--- src/design/qgdp_pkg.sv ---
// ----------------------------------------------------------------------------
// Quantized group dot product package
// Shared widths, constants and the queue entry type of the block.
// ----------------------------------------------------------------------------
package qgdp_pkg;

  localparam int LANES       = 8;
  localparam int WGT_W       = 4;
  localparam int ACT_W       = 16;
  localparam int PW_W        = 32;
  localparam int PROD_W      = WGT_W + ACT_W;
  localparam int PSUM_W      = PROD_W + $clog2(LANES);
  localparam int SUM_W       = 26;
  localparam int QUEUE_DEPTH = 2;

  localparam int GROUP_ELEMS_DEFAULT = 64;

  localparam logic FMT_INT4 = 1'b0;
  localparam logic FMT_INT3 = 1'b1;

  localparam logic [WGT_W-1:0] INT3_OFFSET = 4'd4;

  typedef struct packed {
    logic [LANES-1:0][WGT_W-1:0] weights;
    logic [LANES-1:0][ACT_W-1:0] acts;
    logic                        last;
  } entry_t;

  typedef struct packed {
    logic   valid;
    entry_t entry;
  } push_t;

endpackage

--- src/design/qgdp_front.sv ---
// ----------------------------------------------------------------------------
// Quantized group dot product front end
// Accepts input transactions, decodes the packed weights in the current
// format and marks the chunk that closes a group.
// ----------------------------------------------------------------------------
module qgdp_front #(
  parameter int GROUP_ELEMS = qgdp_pkg::GROUP_ELEMS_DEFAULT
) (
  input  logic                                                 clk,
  input  logic                                                 rst,
  input  logic                                                 cfg_we,
  input  logic                                                 cfg_wdata,
  input  logic                                                 item_valid,
  output logic                                                 item_stall,
  input  logic [qgdp_pkg::PW_W-1:0]                            packed_weights,
  input  logic [qgdp_pkg::LANES-1:0][qgdp_pkg::ACT_W-1:0]      acts,
  input  logic                                                 queue_full,
  output qgdp_pkg::push_t                                      push
);

  localparam int CHUNKS = GROUP_ELEMS / qgdp_pkg::LANES;
  localparam int CNT_W  = (CHUNKS > 1) ? $clog2(CHUNKS) : 1;

  logic             weight_format;
  logic [CNT_W-1:0] chunk_count;
  logic             accept;
  logic             last;

  logic [qgdp_pkg::LANES-1:0][qgdp_pkg::WGT_W-1:0] weights;

  assign item_stall = queue_full;
  assign accept     = item_valid && !queue_full;
  assign last       = (chunk_count == CNT_W'(CHUNKS - 1));

  always_comb begin
    for (int j = 0; j < qgdp_pkg::LANES; j++) begin
      case (weight_format)
        qgdp_pkg::FMT_INT4: begin
          weights[j] = packed_weights[qgdp_pkg::WGT_W*j +: qgdp_pkg::WGT_W];
        end
        qgdp_pkg::FMT_INT3: begin
          weights[j] = {1'b0, packed_weights[16 + j], packed_weights[2*j +: 2]}
                       - qgdp_pkg::INT3_OFFSET;
        end
        default: begin
          weights[j] = '0;
        end
      endcase
    end
  end

  assign push.valid         = accept;
  assign push.entry.weights = weights;
  assign push.entry.acts    = acts;
  assign push.entry.last    = last;

  always_ff @(posedge clk) begin
    if (rst) begin
      weight_format <= qgdp_pkg::FMT_INT4;
      chunk_count   <= '0;
    end else begin
      if (cfg_we) begin
        weight_format <= cfg_wdata;
      end
      if (accept) begin
        chunk_count <= last ? '0 : chunk_count + CNT_W'(1);
      end
    end
  end

  a_group_wraps: assert property (@(posedge clk) disable iff (rst)
    (accept && last) |=> (chunk_count == '0))
    else $error("Chunk counter did not restart after the closing chunk.");

endmodule

--- src/design/qgdp_queue.sv ---
// ----------------------------------------------------------------------------
// Quantized group dot product queue
// Short FIFO of decoded chunks between the front end and the datapath.
// ----------------------------------------------------------------------------
module qgdp_queue (
  input  logic             clk,
  input  logic             rst,
  input  qgdp_pkg::push_t  push,
  output logic             full,
  output logic             pop_valid,
  output qgdp_pkg::entry_t pop_entry,
  input  logic             pop
);

  localparam int PTR_W = $clog2(qgdp_pkg::QUEUE_DEPTH);
  localparam int CNT_W = $clog2(qgdp_pkg::QUEUE_DEPTH + 1);

  qgdp_pkg::entry_t mem [qgdp_pkg::QUEUE_DEPTH];

  logic [PTR_W-1:0] wr_ptr;
  logic [PTR_W-1:0] rd_ptr;
  logic [CNT_W-1:0] count;
  logic             do_push;
  logic             do_pop;

  assign full      = (count == CNT_W'(qgdp_pkg::QUEUE_DEPTH));
  assign pop_valid = (count != '0);
  assign pop_entry = mem[rd_ptr];
  assign do_push   = push.valid && !full;
  assign do_pop    = pop && pop_valid;

  always_ff @(posedge clk) begin
    if (do_push) begin
      mem[wr_ptr] <= push.entry;
    end
  end

  always_ff @(posedge clk) begin
    if (rst) begin
      wr_ptr <= '0;
      rd_ptr <= '0;
      count  <= '0;
    end else begin
      if (do_push) begin
        wr_ptr <= (wr_ptr == PTR_W'(qgdp_pkg::QUEUE_DEPTH - 1)) ? '0 : wr_ptr + PTR_W'(1);
      end
      if (do_pop) begin
        rd_ptr <= (rd_ptr == PTR_W'(qgdp_pkg::QUEUE_DEPTH - 1)) ? '0 : rd_ptr + PTR_W'(1);
      end
      case ({do_push, do_pop})
        2'b10:   count <= count + CNT_W'(1);
        2'b01:   count <= count - CNT_W'(1);
        default: count <= count;
      endcase
    end
  end

  a_count_bound: assert property (@(posedge clk) disable iff (rst)
    count <= CNT_W'(qgdp_pkg::QUEUE_DEPTH))
    else $error("Queue occupancy exceeds its depth.");

endmodule

--- src/design/qgdp_back.sv ---
// ----------------------------------------------------------------------------
// Quantized group dot product datapath
// Multiplies eight lanes, sums them, accumulates the group with saturation
// and holds the finished sum in the output register.
// ----------------------------------------------------------------------------
module qgdp_back (
  input  logic                                    clk,
  input  logic                                    rst,
  input  logic                                    pop_valid,
  input  qgdp_pkg::entry_t                        pop_entry,
  output logic                                    pop,
  output logic                                    result_valid,
  input  logic                                    result_stall,
  output logic signed [qgdp_pkg::SUM_W-1:0]       dot_sum
);

  localparam int LANES  = qgdp_pkg::LANES;
  localparam int PROD_W = qgdp_pkg::PROD_W;
  localparam int PSUM_W = qgdp_pkg::PSUM_W;
  localparam int SUM_W  = qgdp_pkg::SUM_W;

  localparam logic signed [SUM_W-1:0] SUM_MAX = {1'b0, {(SUM_W-1){1'b1}}};
  localparam logic signed [SUM_W-1:0] SUM_MIN = {1'b1, {(SUM_W-1){1'b0}}};

  logic                     s1_valid;
  logic                     s1_last;
  logic signed [PROD_W-1:0] s1_prod [LANES];
  logic                     s1_ready;

  logic                     s2_valid;
  logic                     s2_last;
  logic signed [PSUM_W-1:0] s2_psum;
  logic                     s2_ready;

  logic signed [PSUM_W-1:0] psum;
  logic signed [SUM_W-1:0]  acc;
  logic signed [SUM_W:0]    acc_wide;
  logic signed [SUM_W-1:0]  acc_next;
  logic                     acc_ready;
  logic                     acc_fire;

  assign acc_ready = !s2_last || !result_valid || !result_stall;
  assign acc_fire  = s2_valid && acc_ready;
  assign s2_ready  = !s2_valid || acc_ready;
  assign s1_ready  = !s1_valid || s2_ready;
  assign pop       = pop_valid && s1_ready;

  always_comb begin
    psum = '0;
    for (int i = 0; i < LANES; i++) begin
      psum = psum + PSUM_W'(s1_prod[i]);
    end
  end

  always_comb begin
    acc_wide = {acc[SUM_W-1], acc} + (SUM_W+1)'(s2_psum);
    if (acc_wide[SUM_W] != acc_wide[SUM_W-1]) begin
      acc_next = acc_wide[SUM_W] ? SUM_MIN : SUM_MAX;
    end else begin
      acc_next = acc_wide[SUM_W-1:0];
    end
  end

  always_ff @(posedge clk) begin
    if (s1_ready) begin
      s1_last <= pop_entry.last;
      for (int i = 0; i < LANES; i++) begin
        s1_prod[i] <= $signed(pop_entry.weights[i]) * $signed(pop_entry.acts[i]);
      end
    end
    if (s2_ready) begin
      s2_last <= s1_last;
      s2_psum <= psum;
    end
    if (acc_fire && s2_last) begin
      dot_sum <= acc_next;
    end
  end

  always_ff @(posedge clk) begin
    if (rst) begin
      s1_valid     <= 1'b0;
      s2_valid     <= 1'b0;
      acc          <= '0;
      result_valid <= 1'b0;
    end else begin
      if (s1_ready) begin
        s1_valid <= pop_valid;
      end
      if (s2_ready) begin
        s2_valid <= s1_valid;
      end
      if (acc_fire) begin
        acc <= s2_last ? '0 : acc_next;
      end
      if (acc_fire && s2_last) begin
        result_valid <= 1'b1;
      end else if (!result_stall) begin
        result_valid <= 1'b0;
      end
    end
  end

  a_acc_clear: assert property (@(posedge clk) disable iff (rst)
    (acc_fire && s2_last) |=> (acc == '0))
    else $error("Accumulator did not clear after a group closed.");

  a_result_load: assert property (@(posedge clk) disable iff (rst)
    (acc_fire && s2_last) |=> result_valid)
    else $error("Closing chunk did not produce a result.");

  a_no_overwrite: assert property (@(posedge clk) disable iff (rst)
    (result_valid && result_stall) |-> !(acc_fire && s2_last))
    else $error("Pending result overwritten by a new group sum.");

endmodule

--- src/design/quantized_group_dot_product.sv ---
// ----------------------------------------------------------------------------
// Quantized group dot product
// Dot product of a group of packed INT4 or INT3 weights with signed 16-bit
// activations, eight elements per transaction.
// ----------------------------------------------------------------------------
// The block takes one input transaction per clock cycle while the queue is
// not full, each carrying one 32-bit word of packed weights and eight
// activations, and returns one dot_sum transaction after every GROUP_ELEMS/8
// inputs. The front end decodes the weights with the format in force when the
// transaction is accepted and writes the chunk into a two-entry queue; the
// datapath behind it registers eight 4x16 products, then their sum, then adds
// that sum into the saturating group accumulator. A result is registered in
// dot_sum when its closing chunk leaves the accumulator stage, and a stalled
// result holds only the closing chunk of the next group, so the other chunks
// keep flowing until that closing chunk reaches the accumulator.
module quantized_group_dot_product #(
  parameter int GROUP_ELEMS = qgdp_pkg::GROUP_ELEMS_DEFAULT
) (
  input  logic                                  clk,
  input  logic                                  rst,
  input  logic                                  cfg_we,
  input  logic                                  cfg_wdata,
  input  logic                                  item_valid,
  output logic                                  item_stall,
  input  logic        [qgdp_pkg::PW_W-1:0]      packed_weights,
  input  logic signed [qgdp_pkg::ACT_W-1:0]     act_0,
  input  logic signed [qgdp_pkg::ACT_W-1:0]     act_1,
  input  logic signed [qgdp_pkg::ACT_W-1:0]     act_2,
  input  logic signed [qgdp_pkg::ACT_W-1:0]     act_3,
  input  logic signed [qgdp_pkg::ACT_W-1:0]     act_4,
  input  logic signed [qgdp_pkg::ACT_W-1:0]     act_5,
  input  logic signed [qgdp_pkg::ACT_W-1:0]     act_6,
  input  logic signed [qgdp_pkg::ACT_W-1:0]     act_7,
  output logic                                  result_valid,
  input  logic                                  result_stall,
  output logic signed [qgdp_pkg::SUM_W-1:0]     dot_sum
);

  logic [qgdp_pkg::LANES-1:0][qgdp_pkg::ACT_W-1:0] acts;

  qgdp_pkg::push_t  push;
  qgdp_pkg::entry_t pop_entry;
  logic             queue_full;
  logic             pop_valid;
  logic             pop;

  assign acts = {act_7, act_6, act_5, act_4, act_3, act_2, act_1, act_0};

  qgdp_front #(
    .GROUP_ELEMS (GROUP_ELEMS)
  ) u_front (
    .clk            (clk),
    .rst            (rst),
    .cfg_we         (cfg_we),
    .cfg_wdata      (cfg_wdata),
    .item_valid     (item_valid),
    .item_stall     (item_stall),
    .packed_weights (packed_weights),
    .acts           (acts),
    .queue_full     (queue_full),
    .push           (push)
  );

  qgdp_queue u_queue (
    .clk       (clk),
    .rst       (rst),
    .push      (push),
    .full      (queue_full),
    .pop_valid (pop_valid),
    .pop_entry (pop_entry),
    .pop       (pop)
  );

  qgdp_back u_back (
    .clk          (clk),
    .rst          (rst),
    .pop_valid    (pop_valid),
    .pop_entry    (pop_entry),
    .pop          (pop),
    .result_valid (result_valid),
    .result_stall (result_stall),
    .dot_sum      (dot_sum)
  );

endmodule

--- config.mk ---
export PLATFORM = sky130hd
export DESIGN_NAME = quantized_group_dot_product
export DESIGN_NICKNAME = d
export VERILOG_FILES = /design/src/design/qgdp_pkg.sv /design/src/design/qgdp_front.sv /design/src/design/qgdp_queue.sv /design/src/design/qgdp_back.sv /design/src/design/quantized_group_dot_product.sv
export SDC_FILE = /design/constraint.sdc
export NUM_CORES = 2
export LEC_CHECK = 0
export BUFFER_PORTS_ARGS = -buffer_cell sky130_fd_sc_hd__buf_2
export CAP_MARGIN = 5
export CORE_MARGIN = 2
export CORE_UTILIZATION = 30
export DETAILED_ROUTE_END_ITERATION = 10
export PLACE_DENSITY = 0.42
export SETUP_SLACK_MARGIN = 0.3
export SYNTH_ARGS = -nofsm -noshare
export SYNTH_HDL_FRONTEND = slang
export SYNTH_SLANG_ARGS = --single-unit
--- constraint.sdc ---
create_clock -name clk -period 9.77 [get_ports clk]
set_clock_uncertainty 0.2 [all_clocks]
set_input_delay 0.977 -clock clk [delete_from_list [all_inputs] [get_ports clk]]
set_output_delay 0.977 -clock clk [all_outputs]
set_load 0.05 [all_outputs]
==> summary.txt <==
Cells and area
  • Share of cells above drive strength 1: 0.130
  • Commonest cells after routing, fill and taps aside: edfxtp_1 (533), inv_1 (511), nand2_1 (445), fa_1 (371), ha_1 (358)
  • Diodes inserted: 0
  • Most common cell after layout, fill and taps aside: edfxtp_1
  • Area growth syn-to-layout: 13.3%
  • Fin nets: 4,899

GRT
  • GRT overflow: 0
  • Vias in the first global route: 28,755
  • Initial antenna violation count: 14
  • GR Util All Layers: 0.152
  • First-pass GRT wire length: 170,000 um
  • Largest net degree at the start of global routing: 71

Routing
  • DR WL met2: 51,500 um
  • Antenna-violating nets left: 0
  • Vias per cell: 4.54
  • DR vias: 27,063
  • Drt drc: 0
  • Wl on met1: 51,300 um
  • Iter 0 DRT Violations: 1,233
  • Detailed Route WL: 109,000 um
  • Initial DRT Pass Iterations: 5
  • Max Used Layer: met5
  • WL/cell: 18.2 um
  • WL met3: 3690 um

Clock network
  • Inserted Clock Buffers: 76
  • Setup Buffers After CTS: 0
  • Clock latency on the worst-skew pair: 0.67 ns
  • Root Driver: clkbuf_16
  • Post-cts repair resize count: 0
  • CTS Hold Bufs: 0
  • H-tree Lvls: 3
  • CTS tree: yes
  • Max Buffers Root-to-Sink: 3
  • Clk sink count: 571
  • Clock-pin slew on the worst setup and hold paths: 0.05 ns

STA
  • Worst Max-Slew Pin Slew: 1.01 ns
  • Slew Limit Fails: 0
  • Fmax: 0.144 GHz
  • Slew headroom: 0.324
  • Final worst path period need: 6.95 ns
  • Worst hold margin: 0.218 ns
  • RSZ-0062 raised after global routing: no
  • Crit share post-route: 0.711
  • Final Hold Violating Endpoints: 0
  • Final worst setup slack: 2.82 ns
  • # setup viols final: 0
  • Fin Setup TNS: 0 ns

Setup path
  • CP Capture Type: flip-flop
  • CP required: 10.05 ns
  • Nature of the critical path startpoint: flip-flop
  • Worst Path Arrival: 7.23 ns
  • Max stage delay cell, worst path: fa_1
  • Crit Path Max Fanout: 5
  • Critical path type: flip-flop to flip-flop
  • CP peak stage delay: 0.52 ns
  • CP dominant cell by count: fa_1

Place
  • Gpl congestion: 0.825
  • DP Worst Slack: 2.86 ns
  • Post-DP HPWL: 86,100 um
  • Port buffer count: 193

Synth
  • Cell area after synthesis: 0.0428 mm^2
  • Post-synthesis sequential area ratio: 0.391
  • Net count after synthesis: 4,686
  • Synth Area per Inst: 11.3 um^2
  • Synthesis Warnings: 0
  • Yosys cell types: 72
  • Post-synth EDFFs: 533
  • Mapped Cells: 3,791
  • Synth Flop Type: edfxtp_1
  • Seq cells post-synth: 571
  • FFs w/ async S/R, synth: 0

Floorplanning
  • Num ports: 194
  • Horiz. Die Dim: 382 um
  • Starting density of the core: 0.303
  • Die area: 0.146 mm^2
  • Core box area: 0.142 mm^2
  • Rows: 138
  • Die Y: 382 um

Hold path
  • HP Class: flip-flop to flip-flop

Flow run
  • Max_cap viols: 0

Run status
  • Status: completed
[layer usage]
layer | vias up | track usage
met2 | 387 | 0.256
met3 | 128 | 0.0230
met5 | - | 0
met4 | 2 | 0.0344
met1 | 13226 | 0.205
li1 | 13320 | -
[stage by stage]
stage                     cells  cell area, um^2  utilization
after floorplan            3791            42800            -
after global placement     5816            46100        0.325
after detailed placement   5816            46100        0.325
after CTS                  5955            48500        0.343
after global routing       5955            48500        0.343
final                      5955            48500        0.343
[critical path: cells and delay by family (launching register included)]
| family | cells | cell delay, ns |
|---|---|---|
| fa+ha+maj | 7 | 2.85 |
| compound gates | 9 | 1.83 |
| simple gates | 4 | 0.91 |
| xor+xnor | 1 | 0.39 |
| flops | 1 | 0.35 |
| buf+inv | 4 | 0.25 |
[cell families (layout without fill, tap and decap cells)]
logic type,after synthesis,after routing,share of synthesized area
adder cells (fa/ha/maj),729,729,0.278
AO/OA/AOI/OAI,443,443,0.0667
XOR/XNOR,200,200,0.0409
flip-flops,571,571,0.391
multiplexers,289,289,0.0722
AND/OR/NAND/NOR,961,961,0.0973
buffers and inverters,598,872,0.0535
[final timing paths]
check	to	slack, ns	depth (start not counted)	start
max	u_back.s2_psum[22]	2.82	25	u_back.s1_prod[0][21]
min	u_back.s2_last	0.22	0	u_back.s1_last
max reg2reg	u_back.s2_psum[22]	2.82	25	u_back.s1_prod[0][21]
min reg2reg	u_back.s2_last	0.22	0	u_back.s1_last
[sequential cells by signal, summed over array words and instances, names as in the netlist, named ones only]
name                   flops
u_queue.mem              322
u_back.s2_last             1
u_back.s1_last             1
u_back.s1_prod           160
u_back.s2_psum            23
u_queue.count              2
u_front.weight_format      1
u_queue.wr_ptr             1
u_front.chunk_count        3
u_back.result_valid        1
u_back.s2_valid            1
u_back.dot_sum            26
u_back.s1_valid            1
u_queue.rd_ptr             1
u_back.acc                26
[cell type report]
| cell class | instances | area [um^2] |
|---|---|---|
| well taps | 1890 | 2360 |
| flip-flops and latches | 571 | 16800 |
| clock buffers | 93 | 2010 |
| inverters | 511 | 1920 |
| clock inverters | 46 | 465 |
| repair buffers | 222 | 1200 |
| multi-input cells | 2622 | 23800 |
| fillers | 14439 | 93100 |
[cells in the mapped netlist (4+ instances only)]
library cell | count | area share
ha_1 | 358 | 0.10
o41ai_1 | 4 | 0.00082
or2_2 | 14 | 0.0020
a21o_1 | 34 | 0.0060
o211ai_1 | 14 | 0.0025
buf_2 | 15 | 0.0018
and3_1 | 33 | 0.0048
xor2_1 | 54 | 0.011
nand2_1 | 446 | 0.039
o31a_1 | 6 | 0.0012
edfxtp_1 | 533 | 0.37
nor3_1 | 45 | 0.0053
and2_1 | 12 | 0.0018
a211o_1 | 6 | 0.0012
buf_1 | 9 | 0.00079
buf_6 | 4 | 0.0011
a21boi_0 | 4 | 0.00070
inv_1 | 511 | 0.045
a31oi_1 | 12 | 0.0018
a2111oi_0 | 4 | 0.00082
nand3_1 | 53 | 0.0062
o311ai_1 | 21 | 0.0043
o21bai_1 | 17 | 0.0030
nand2b_1 | 42 | 0.0061
nor2_1 | 257 | 0.023
dfxtp_1 | 38 | 0.018
nor2b_1 | 20 | 0.0029
mux2i_1 | 141 | 0.033
o21ai_0 | 100 | 0.012
or3_1 | 21 | 0.0031
xnor2_1 | 146 | 0.030
clkbuf_1 | 59 | 0.0052
fa_1 | 371 | 0.17
a31o_2 | 4 | 0.00082
o31ai_1 | 8 | 0.0014
a211oi_1 | 14 | 0.0025
a21oi_1 | 143 | 0.017
o21a_1 | 17 | 0.0030
nand3b_1 | 6 | 0.0011
o2111ai_1 | 10 | 0.0020
mux2_2 | 146 | 0.038
Power is left out: the tool's default activity adds up to more than one toggle a clock period on the data nets, which glitch-free logic cannot reach.
